--- src/design/deq_ram.sv ---
// Generic simple dual-port RAM with registered read.
module deq_ram #(
   parameter int WIDTH = 32,
   parameter int DEPTH = 128
) (
   input  logic                     clock,
   input  logic                     wr_en,
   input  logic [$clog2(DEPTH)-1:0] wr_addr,
   input  logic [WIDTH-1:0]         wr_data,
   input  logic                     rd_en,
   input  logic [$clog2(DEPTH)-1:0] rd_addr,
   output logic [WIDTH-1:0]         rd_data
);

   logic [WIDTH-1:0] mem_ff [DEPTH];
   logic [WIDTH-1:0] rd_data_ff;

   always_ff @(posedge clock) begin
      if (wr_en) begin
         mem_ff[wr_addr] <= wr_data;
      end
      if (rd_en) begin
         rd_data_ff <= mem_ff[rd_addr];
      end
   end

   assign rd_data = rd_data_ff;

endmodule

--- config.mk ---
export PLATFORM = sky130hd
export DESIGN_NAME = deq_ram
export DESIGN_NICKNAME = d
export VERILOG_FILES = /design/src/design/deq_ram.sv
export SDC_FILE = /design/constraint.sdc
export NUM_CORES = 2
export LEC_CHECK = 0
export BUFFER_PORTS_ARGS = -buffer_cell sky130_fd_sc_hd__buf_4
export CAP_MARGIN = 20
export CORE_UTILIZATION = 63
export CTS_CLUSTER_SIZE = 16
export DETAILED_ROUTE_END_ITERATION = 8
export PLACE_DENSITY_LB_ADDON = 0.1
export SYNTH_ARGS = -nofsm -noshare
export SYNTH_HDL_FRONTEND = slang
export SYNTH_SLANG_ARGS = --single-unit
--- constraint.sdc ---
create_clock -name clock -period 6.02 [get_ports clock]
set_input_delay 1.505 -clock clock [delete_from_list [all_inputs] [get_ports clock]]
set_output_delay 1.505 -clock clock [all_outputs]
set_load 0.05 [all_outputs]
==> flow_metrics.tcl <==
set metrics [dict create \
    clkPwrFrac_pct 41.0 \
    fp.dieArea_sq_um 251000 \
    finalHoldViolations 0 \
    wl_met2_microns 195000 \
    n_fill_cell 13700 \
    final.setup.tns_ns 0 \
    p_leak_nw 54.3 \
    synth_cell_types 16 \
    worstSkewPairLatency_ns 0.99 \
    route.top_layer_used "met5" \
    rsz0062_at_grt "false" \
    port_buffers 80 \
    drt_first_iter_violations 11300 \
    area_growth_pct 12.8 \
    totalWireLength_microns 415000 \
    drc_errors 0 \
    dr.pass1.iters 5 \
    grt_pass1_wl_microns 575000 \
    ir_worst_vdd_mv 0.327 \
    die_w_microns 501 \
    final_area_sq_um 177000 \
    synth_common_cells "edfxtp_1, mux4_2, clkbuf_1" \
    fmax_mhz 233 \
    rows 182 \
    violations "antenna violations" \
    yosysMostFrequentCell "edfxtp_1" \
    end_kind "flop" \
    post_cts_resized 0 \
    critPathLaunchType "primary input" \
    drive_above_1_share_pct 35.9 \
    met1_length_microns 149000 \
    finalMaxSlewViolations 0 \
    synth_area_sq_um 157000 \
    synth_area_leaders "edfxtp_1, mux4_2, clkbuf_1" \
    clk_path_buf_depth 4 \
    synth_area_leader_cell "edfxtp_1" \
    cts_setup_buffers 0 \
    cts.sinks 4128 \
    core_sq_um 247000 \
    cts_hold_buf 0 \
    start_util_pct 63.5 \
    cts_tree "built" \
    setup_viol 0 \
    drtAntennaViolNets 1 \
    final_util_pct 71.6 \
    outcome "finished with violations" \
    ys_warn_count 0 \
    p_int_mw 47.0 \
    required_ns 6.76 \
    htreeDepth 5 \
    period_needed_ns 4.29 \
    finalPower_mw 59.6 \
    dpl.cell_count 9369 \
    final.period_utilization_pct 71.3 \
    synthCells 5990 \
    cts-buffers-inserted 409 \
    grt_max_degree 83 \
    ioPinCount 81 \
    fin_skew_ns 0.0379 \
    gp_congestion 0.856 \
    clk_pin_slew_ns 0.06 \
    async_reset_ff_share_pct 0 \
    grt_antenna_before_repair 68 \
    vias_per_cell 7.16 \
    ys_seq_elements 4128 \
    synth_top_area_share_pct 79.2 \
    cap_violations 0 \
    combPwrFrac_pct 5.5 \
    arrival_ns 5.03 \
    switching_power_mw 12.6 \
    grt_usage_pct 34.1 \
    tightest_slew_ns 1.27 \
    syn_area_per_cell_sq_um 26.1 \
    syn_nets 6039 \
    grt_pass1_vias 71900 \
    stdcell_count 10100 \
    p_seq_share_pct 53.5 \
    overflow 0 \
    min_path_type "in -> reg" \
    vias 72500 \
    routedWlPerCell_microns 41.0 \
    relSlewSlack_pct 15.1 \
    synth_ff_type "edfxtp_1" \
    hpwl_microns 234000 \
    met3_wirelength_microns 52100 \
    fin_hold_ws_ns 1.03 \
    synth_edf_count 4128 \
    post_dp_cell_area_sq_um 164000 \
    ys_seq_area_share_pct 79.2 \
    crit_type "in -> reg" \
    powerDensity_nw_per_um2 337 \
    pre_cts_slack_ns 0.761 \
    p_sw_share_pct 21.1 \
    cts-root-buf "clkbuf_16" \
    setup_ws_ns 1.73 \
    cp_max_fo 64 \
    final_net_count 6518 \
    die_h_microns 501 \
]
## cell usage in the layout (no fill, tap or decap), drive strengths merged
master	instances
buf	384
bufinv	37
clkbuf	489
clkinv	181
clkinvlp	5
diode	34
edfxtp	4128
inv	6
mux2	32
mux4	1344
nand2	14
nand2b	2
nand3	12
nand4	3
nor2	122
nor2b	7
nor3	9
or3	1
## logic make-up (layout without fill, tap and decap cells)
logic type	Yosys count	count (layout)	share of synthesized area, %
muxes	1376	1376	19.6
buffers and inverters	316	1102	0.837
and+or+nand+nor	170	170	0.445
DFF	4128	4128	79.2
other	0	34	0
## power by group through the flow
| stage | Clock [mW] | Combinational (mW) | Sequential (mW) |
|---|---|---|---|
| 2_1_floorplan | 0 | 1.53 | 32.5 |
| 3_3_place_gp | 0 | 3.20 | 32.5 |
| 3_5_place_dp | 0 | 3.25 | 32.5 |
| 4_1_cts | 24.6 | 3.27 | 31.9 |
| 5_1_grt | 25.7 | 3.37 | 31.9 |
| 6_report | 24.4 | 3.28 | 31.9 |
## final timing paths
| path | start | to | slack (ns) | cells after the start |
|---|---|---|---|---|
| hold / removal | wr_data[15] | mem_ff[16][15] | 1.03 | 1 |
| setup / recovery | rd_addr[2] | rd_data[9] | 1.73 | 8 |
| hold reg to reg | mem_ff[123][5] | rd_data[5] | 1.23 | 4 |
| setup reg to reg | mem_ff[69][30] | rd_data[30] | 3.10 | 4 |
## area by class of cell
type	count	area (sq um)	area share (%)
clock inverters	229	2030	1.15
repair buffers	384	3590	2.03
flip-flops and latches	4128	124000	70.2
clock buffers	489	10600	5.99
well taps	3312	4140	2.35
diodes	34	85.1	0.0482
multi-input cells	1546	32300	18.3
## critical path: stages
cell and delay [ns]:
buf_8 0.35, buf_12 0.28, buf_12 0.36, buf_4 0.31, mux4_2 0.35, mux4_2 0.54
mux4_2 0.75, mux2_2 0.38
## flip-flops by register name (all words and copies together) (netlist names)
signal	cells
rd_data	32
mem_ff	4096
## per-layer routing
layer / up-vias / track usage (%)
li1: 27400 / -
met1: 39300 / 48.4
met4: 38 / 14.3
met3: 776 / 8.74
met2: 4975 / 51.4
met5: - / 0
Power figures use the tool's default switching activity.
