<file path="src/design/deq_pkg.sv">
// Shared types and codes for the double-ended queue.
package deq_pkg;

   // Request action codes; codes six and seven are unused and ignored.
   typedef enum logic [2:0] {
      ACT_INS_FRONT  = 3'd0,
      ACT_INS_BACK   = 3'd1,
      ACT_REM_FRONT  = 3'd2,
      ACT_REM_BACK   = 3'd3,
      ACT_PEEK_FRONT = 3'd4,
      ACT_PEEK_BACK  = 3'd5
   } action_type;

   typedef enum logic [1:0] {
      STAT_OK    = 2'd0,
      STAT_EMPTY = 2'd1,
      STAT_FULL  = 2'd2
   } status_type;

   localparam int WORD_W = 32;
   localparam int OCC_W  = 8;

   // Memory strobes from the pointer logic.
   typedef struct packed {
      logic wr_en;
      logic rd_en;
   } mem_type;

   // Result info that travels alongside the store read.
   typedef struct packed {
      logic               is_read;
      status_type         status;
      logic [OCC_W-1:0]   occupancy;
   } info_type;

endpackage

</file>
<file path="src/design/deq_ctrl.sv">
// Head pointer and count registers, ring address and status for each request.
module deq_ctrl #(
   parameter int DEPTH = 128
) (
   input  logic                     clock,
   input  logic                     reset,
   input  logic                     accept,
   input  deq_pkg::action_type      action,
   output logic [$clog2(DEPTH)-1:0] addr,
   output deq_pkg::mem_type         mem,
   output deq_pkg::info_type        info
);

   localparam int AW = $clog2(DEPTH);
   localparam int CW = $clog2(DEPTH + 1);

   logic [AW-1:0] head_ff, head_in;
   logic [CW-1:0] count_ff, count_in;

   logic          full;
   logic          empty;
   logic [AW-1:0] head_dec;
   logic [AW-1:0] head_inc;
   logic [AW-1:0] back_off;
   logic [AW:0]   back_sum;
   logic [AW-1:0] back_pos;
   logic          wr;
   logic          rd;
   deq_pkg::status_type status;

   assign full  = (count_ff == CW'(DEPTH));
   assign empty = (count_ff == '0);

   assign head_dec = (head_ff == '0) ? AW'(DEPTH - 1) : AW'(head_ff - AW'(1));
   assign head_inc = (head_ff == AW'(DEPTH - 1)) ? '0 : AW'(head_ff + AW'(1));

   // back insert goes to head+count, back read to head+count-1
   assign back_off = (action == deq_pkg::ACT_INS_BACK) ? AW'(count_ff)
                                                      : AW'(count_ff - CW'(1));
   assign back_sum = (AW+1)'(head_ff) + (AW+1)'(back_off);
   assign back_pos = (back_sum >= (AW+1)'(DEPTH)) ? AW'(back_sum - (AW+1)'(DEPTH))
                                                  : AW'(back_sum);

   always_comb begin
      head_in  = head_ff;
      count_in = count_ff;
      addr     = head_ff;
      wr       = 1'b0;
      rd       = 1'b0;
      status   = deq_pkg::STAT_OK;
      case (action)
         deq_pkg::ACT_INS_FRONT: begin
            if (full) begin
               status = deq_pkg::STAT_FULL;
            end else begin
               addr     = head_dec;
               wr       = 1'b1;
               head_in  = head_dec;
               count_in = CW'(count_ff + CW'(1));
            end
         end
         deq_pkg::ACT_INS_BACK: begin
            if (full) begin
               status = deq_pkg::STAT_FULL;
            end else begin
               addr     = back_pos;
               wr       = 1'b1;
               count_in = CW'(count_ff + CW'(1));
            end
         end
         deq_pkg::ACT_REM_FRONT: begin
            if (empty) begin
               status = deq_pkg::STAT_EMPTY;
            end else begin
               rd       = 1'b1;
               head_in  = head_inc;
               count_in = CW'(count_ff - CW'(1));
            end
         end
         deq_pkg::ACT_REM_BACK: begin
            if (empty) begin
               status = deq_pkg::STAT_EMPTY;
            end else begin
               addr     = back_pos;
               rd       = 1'b1;
               count_in = CW'(count_ff - CW'(1));
            end
         end
         deq_pkg::ACT_PEEK_FRONT: begin
            if (empty) begin
               status = deq_pkg::STAT_EMPTY;
            end else begin
               rd = 1'b1;
            end
         end
         deq_pkg::ACT_PEEK_BACK: begin
            if (empty) begin
               status = deq_pkg::STAT_EMPTY;
            end else begin
               addr = back_pos;
               rd   = 1'b1;
            end
         end
         default: begin
            // unused codes leave everything as it is
         end
      endcase
   end

   always_ff @(posedge clock) begin
      if (reset) begin
         head_ff  <= '0;
         count_ff <= '0;
      end else if (accept) begin
         head_ff  <= head_in;
         count_ff <= count_in;
      end
   end

   assign mem.wr_en      = accept & wr;
   assign mem.rd_en      = accept & rd;
   assign info.is_read   = rd;
   assign info.status    = status;
   assign info.occupancy = deq_pkg::OCC_W'(count_in);

endmodule

</file>
<file path="config.mk">
export PLATFORM = sky130hd
export DESIGN_NAME = deq_ctrl
export DESIGN_NICKNAME = d
export VERILOG_FILES = /design/src/design/deq_pkg.sv /design/src/design/deq_ctrl.sv
export SDC_FILE = /design/constraint.sdc
export NUM_CORES = 1
export LEC_CHECK = 0
export BUFFER_PORTS_ARGS = -buffer_cell sky130_fd_sc_hd__clkbuf_2
export CORE_UTILIZATION = 43
export CTS_BUF_LIST = sky130_fd_sc_hd__clkbuf_16
export DETAILED_ROUTE_END_ITERATION = 12
export SLEW_MARGIN = 10
export SYNTH_ARGS = -nofsm -noshare
export SYNTH_HDL_FRONTEND = slang
export SYNTH_SLANG_ARGS = --single-unit
</file>
<file path="constraint.sdc">
create_clock -name clock -period 4.3 [get_ports clock]
set_clock_uncertainty 0.2 [all_clocks]
set_input_delay 0.43 -clock clock [delete_from_list [all_inputs] [get_ports clock]]
set_output_delay 0.43 -clock clock [all_outputs]
set_load 0.01 [all_outputs]
</file>
==> reports/qor.csv, run 1 <==
stage;metric;value;unit
setup_path;worstPathRequired;3670;ps
sta;slew_headroom;51.2;%
worst_hold_path;holdPathEnd;count_ff[0];
power;p_clk_share;25.6;%
setup_path;reg2regPathDepth;7;
floorplan;dieArea;5490;um2
power;p_switching;313;uW
logic_synthesis;synth-async-reset-ratio;0;%
setup_path;r2r_end;count_ff[3];
global_route;globalRoute.totalOverflow;0;
sta;fin_setup_tns;0;ps
setup_path;r2r_slack;1650;ps
outcome;status;finished, final reports clean;
cells_and_area;area_delta_synth_final;8.52;%
power;p_comb_share;50.5;%
global_route;antenna_found_initial;0;
setup_path;reg2reg_from;count_ff[0];
drt;drtPass1Iterations;5;
power;leakagePower;0.927;nW
setup_path;crit_type;in -> out;
cells_and_area;drive_gt1_share;13.2;%
logic_synthesis;synthCells;327;
logic_synthesis;netlist.area_leader.share;13.4;%
setup_path;critPathSlowestCell;or3b_2;
cells_and_area;insertedDiodeCount;0;
logic_synthesis;synth_edf_count;0;
floorplan;start_util;46.1;%
logic_synthesis;yosysWarnings;0;
floorplan;num_io_pins;26;
cts;cts_resized;0;
power;p_seq_share;23.9;%
placed_design;hpwl;4.99;mm
cts;clock_sinks;15;
power;p_int;424;uW
sta;setup_violations;0;
cts;cts_setup_buffers;0;
drt;drt_iter0_drc;284;
cells_and_area;register_area;300;um2
global_route;grt_max_degree;27;
cts;htree_num_levels;1;
setup_path;crit_chain;clkbuf_2 > or3b_2 > xnor2_1 > ha_1 > inv_1 > fa_1 > nand2b_1 > a21oi_1 > o22ai_1 > xnor2_1 > o21ai_0 > clkbuf_2;
cts;cts_made_buffers;3;
worst_hold_path;hold_class;reg -> reg;
setup_path;critical_path.top_delay_family;simple AND/OR/NAND/NOR gates;
drt;wl;6.87;mm
cts;path_clk_slew;60;ps
logic_synthesis;ys_seq_area_share;13.4;%
placed_design;routabilityCongestion;0.881;
setup_path;cp_num_buf_inv;3;
cells_and_area;nNetsFinal;352;
sta;max_slew.worst_pin.slew;730;ps
drt;ant_nets;0;
sta;slew_violations;0;
logic_synthesis;synthTopCellsByArea;dfxtp_1, o21ai_0, ha_1;
global_route;grt_util_all_layers;26.2;%
drt;via_per_inst;6.35;
power;p_sw_share;42.5;%
logic_synthesis;syn_nets;345;
cts;cts_root_buffer;clkbuf_16;
drt;drc;0;
sta;finalHoldViolCount;0;
power;powerDensity;304;nW/um2
setup_path;critPathMaxFanout;14;
logic_synthesis;yosysTopAreaCell;dfxtp_1;
cells_and_area;instances_no_fill;400;
logic_synthesis;synth-seq-cells;15;
floorplan;die_h;74.1;um
setup_path;startpoint_type;primary input;
floorplan;die_w;74.1;um
setup_path;critPathArrivalTime;3030;ps
worst_hold_path;holdPathStages;2;
sta;layout_min_cycle_time;3660;ps
cts;clk_latency;250;ps
sta;finalCritPeriodShare;85.0;%
setup_path;crit_path_end_kind;primary output;
placed_design;numPortBuffers;25;
global_route;grt_pass1_vias;2117;
logic_synthesis;synth_area;2230;um2
flow_run;drv_cap;0;
logic_synthesis;synth-main-ff-cell;dfxtp_1;
floorplan;core;4850;um2
logic_synthesis;ys_types;60;
setup_path;critPathMaxStageDelay;610;ps
sta;rsz0062_at_grt;false;
cts;hold_buffers;0;
worst_hold_path;hp-start;count_ff[0];
sta;fin_hold_ws;403;ps
floorplan;row_count;25;
logic_synthesis;syn_avg_cell_area;6.83;um2
cells_and_area;multi_input_area;1770;um2
cells_and_area;nFillCells;507;
global_route;grt_pass1_wl;11.1;mm
drt;wl_per_cell;17.2;um
placed_design;dp_cells;396;
cts;tritoncts;yes;
power;ir_worst_vdd;0.142;mV
cts;cts.path.max_buffers;2;
drt;routed-via-count;2540;
sta;max_freq;0.274;GHz
## power groups by stage
stage	Combinational [mW]	Sequential [mW]	Clock, mW
finish	0.372	0.176	0.188
global route	0.411	0.178	0.199
CTS	0.368	0.175	0.190
detailed placement	0.365	0.178	0
global placement	0.364	0.178	0
floorplan	0.289	0.159	0
## flip-flops by register name, summed over array words and instances (netlist names)
signal	cells
count_ff	8
head_ff	7
## per-stage QoR
stage / worst slack, ps / utilization [%] / total power [mW] / area [um2]
floorplan: 882 / - / 0.449 / 2230
CTS: 644 / 50.0 / 0.733 / 2420
global placement: 728 / 48.4 / 0.543 / 2340
finish: 644 / 50.0 / 0.737 / 2420
detailed placement: 643 / 48.4 / 0.543 / 2340
global route: 422 / 50.0 / 0.788 / 2420
## routing by layer
layer	track usage [%]	routed length (um)	vias to the layer above
met3	2.71	533	8
met5	0	0	-
met4	4.91	51	0
met2	38.5	2980	115
li1	-	-	1239
met1	41.0	3310	1178
## Yosys cell counts (10+ instances only)
master,number
nor2_1,33
xnor2_1,10
a21oi_1,23
dfxtp_1,15
nand3_1,12
inv_1,11
nor3_1,14
o21ai_0,28
a31oi_1,11
clkbuf_1,15
ha_1,11
nand2_1,25
## layout by cell type (no fill, tap or decap), types with 3 or more instances in the layout
master / instances
nor3_1: 14
o22ai_1: 5
nor3b_1: 5
a221oi_1: 3
or3b_2: 3
or3_1: 4
o31ai_1: 5
a41oi_1: 3
nand3_1: 12
o21a_1: 4
buf_4: 3
xor2_1: 3
clkbuf_16: 3
o2bb2ai_1: 4
clkbuf_2: 25
nor2_1: 33
a211oi_1: 9
xnor2_1: 10
dfxtp_1: 15
nand2_1: 25
nor2b_1: 4
a211o_1: 4
and3_1: 4
o21ai_0: 28
and2_1: 3
o21bai_1: 3
a21o_1: 3
a21oi_1: 23
ha_1: 11
a31oi_1: 11
inv_1: 12
nand4_1: 3
## cells by family after synthesis
group	synth area share, %
AOI/OAI and AO/OA	35.2
xor gates and xnor gates	5.10
adders and majority gates	7.51
buffers and inverters	7.23
DFF	13.4
muxes	1.01
and+or+nand+nor	30.5
## worst reg2reg max path, stage by stage, from the launching register on
cell and delay [ps]:
dfxtp_1 380, inv_1 200, ha_1 350, or4b_4 570, o21ai_0 360, o21ai_0 180, o21ai_0 200, o2bb2ai_1 90
## how the worst max path moves through the flow
stage,start,to,slack [ps],cells after the start
floorplan,action[1],addr[6],880,12
global placement,action[0],addr[6],730,12
detailed placement,action[0],addr[6],640,12
CTS,action[0],addr[6],640,12
global route,count_ff[0],addr[6],420,12
finish,action[0],addr[6],640,12
## layout make-up
type                            count  share of cell area [%]
Timing Repair Buffer               28                    6.09
Sequential cell                    15                    12.4
Clock inverter                      1                   0.155
Multi-Input combinational cell    275                    73.1
Clock buffer                        3                    3.10
Inverter                           11                    1.70
Tap cell                           67                    3.46
Note: power is estimated with default switching activity, not from simulation.
==> run 2, diff against run 1 <==
--- a/config.mk
+++ b/config.mk
@@ -5,10 +5,12 @@
 export SDC_FILE = /design/constraint.sdc
 export NUM_CORES = 1
 export LEC_CHECK = 0
+export ABC_AREA = 0
 export BUFFER_PORTS_ARGS = -buffer_cell sky130_fd_sc_hd__clkbuf_2
 export CORE_UTILIZATION = 43
 export CTS_BUF_LIST = sky130_fd_sc_hd__clkbuf_16
 export DETAILED_ROUTE_END_ITERATION = 12
+export RECOVER_POWER = 100
 export SLEW_MARGIN = 10
 export SYNTH_ARGS = -nofsm -noshare
 export SYNTH_HDL_FRONTEND = slang
==> constraint.sdc (replaced) <==
create_clock -name clock -period 3.14 [get_ports clock]
set_clock_uncertainty 0.2 [all_clocks]
set_input_delay 0.314 -clock clock [delete_from_list [all_inputs] [get_ports clock]]
set_output_delay 0.314 -clock clock [all_outputs]
set_load 0.01 [all_outputs]
==> reports/qor.csv, run 2 (synthesis results as in run 1) <==
stage;metric;value;unit
placed_design;hpwl;5.21;mm
setup_path;crit_type;reg -> out;
drt;wl;7.15;mm
power;powerDensity;403;nW/um2
drt;ant_nets;0;
setup_path;r2r_end;count_ff[3];
global_route;grt_max_degree;27;
floorplan;core;4850;um2
setup_path;critPathArrivalTime;2500;ps
sta;finalCritPeriodShare;96.0;%
flow_run;drv_cap;0;
setup_path;critPathMaxFanout;3;
cts;cts.path.max_buffers;2;
cts;cts_made_buffers;3;
drt;drt_iter0_drc;176;
power;leakagePower;1.04;nW
sta;worst_slack;125;ps
cells_and_area;final_cell_mix;nor2_1, o21ai_0, nand2_1, clkbuf_2, buf_4;
setup_path;reg2reg_from;count_ff[0];
setup_path;worstPathRequired;2630;ps
cts;tritoncts;yes;
cells_and_area;postLayoutCellArea;2630;um2
cells_and_area;insertedDiodeCount;0;
sta;finalHoldViolCount;0;
sta;max_slew.worst_pin.slew;753;ps
floorplan;start_util;46.1;%
cts;htree_num_levels;1;
placed_design;numPortBuffers;25;
cells_and_area;drive_gt1_share;20.3;%
global_route;grt_util_all_layers;26.8;%
setup_path;crit_path_end_kind;primary output;
worst_hold_path;hold_class;in -> reg;
floorplan;dieArea;5490;um2
cells_and_area;largest_reg_flops;8;
drt;routed-via-count;2639;
setup_path;r2r_slack;710;ps
power;power.total;1.06;mW
worst_hold_path;holdPathStages;2;
cts;clock_sinks;15;
cts;path_clk_slew;50;ps
sta;fin_setup_tns;0;ps
placed_design;dp_slack;11.9;ps
drt;wl_per_cell;16.9;um
floorplan;row_count;25;
worst_hold_path;hp-start;accept;
cells_and_area;nNetsFinal;374;
floorplan;num_io_pins;26;
worst_hold_path;holdPathEnd;count_ff[2];
cells_and_area;mostFrequentLayoutCell;nor2_1;
drt;via_per_inst;6.25;
drt;drc;0;
global_route;antenna_found_initial;0;
setup_path;startpoint_type;flop;
setup_path;reg2regPathDepth;8;
cells_and_area;regMostFlops;count_ff;
sta;setup_violations;0;
cells_and_area;reg.largest.list;count_ff x8, head_ff x7;
cts;cts_root_buffer;clkbuf_16;
sta;slew_violations;0;
cts;clk_latency;250;ps
floorplan;die_w;74.1;um
sta;slew_headroom;49.7;%
cells_and_area;area_delta_synth_final;17.6;%
global_route;grt_pass1_wl;11.4;mm
global_route;grt_pass1_vias;2298;
global_route;globalRoute.totalOverflow;0;
power;ir_worst_vdd;0.207;mV
sta;max_freq;0.332;GHz
placed_design;routabilityCongestion;0.832;
cells_and_area;postLayoutCoreUtil;54.2;%
sta;layout_min_cycle_time;3020;ps
floorplan;die_h;74.1;um
drt;drtPass1Iterations;5;
placed_design;detailed_place.area;2500;um2
outcome;status;finished, final reports clean;
==> run 2: changes by cell type in the layout (fill, tap and decap cells not counted), sizes merged <==
cell and change:
clkbuf +1, buf +21
==> run 2: what timing repair did <==
item	in CTS	in global routing
hold buffers	0	0
gates resized for setup	0	9
buffers inserted	0	1
endpoints found under the setup margin	0	5
==> run 2: routing by layer <==
metal	vias to the layer above	global-route usage (%)	share of wire [%]	wire, um
li1	1287	-	-	-
met4	0	7.48	1.0	72
met3	9	3.25	7.7	552
met5	-	0	0	0
met1	1230	40.6	47	3400
met2	113	39.3	44	3130
==> run 2: how the worst max path moves through the flow <==
stage	slack, ps	startpoint	to
6_report	120	count_ff[0]	addr[4]
2_1_floorplan	30	action[1]	addr[6]
4_1_cts	10	action[2]	addr[6]
3_3_place_gp	50	action[2]	addr[6]
5_1_grt	-20	count_ff[0]	addr[6]
3_5_place_dp	10	action[2]	addr[6]
==> run 2: stage by stage <==
stage / hold WS (ps) / cells
2_1_floorplan: 187 / 327
6_report: 274 / 422
5_1_grt: 281 / 422
4_1_cts: 277 / 421
3_5_place_dp: 424 / 417
3_3_place_gp: 425 / 417
==> run 2: cell type report <==
| cell class | instances | area [um2] |
|---|---|---|
| Multi-Input combinational cell | 275 | 1810 |
| Timing Repair Buffer | 50 | 308 |
| Sequential cell | 15 | 302 |
| Tap cell | 67 | 83.8 |
| Clock buffer | 3 | 75.1 |
| Inverter | 11 | 41.3 |
| Clock inverter | 1 | 3.75 |
| Fill cell | 497 | 2220 |
==> run 2: report_power, final <==
part	internal [mW]	switching, mW	total [mW]
Clock	0.169	0.0912	0.261
Sequential	0.202	0.0276	0.230
Combinational	0.245	0.324	0.570
==> run 2: worst max-delay path, cell delays in order (launching register included) <==
cell,delay [ps]
dfxtp_1,320
inv_1,90
buf_4,170
xnor2_1,170
ha_1,190
inv_1,50
fa_1,370
nand2b_1,190
a21oi_2,180
buf_4,130
a211oi_2,30
a211o_1,230
clkbuf_2,120
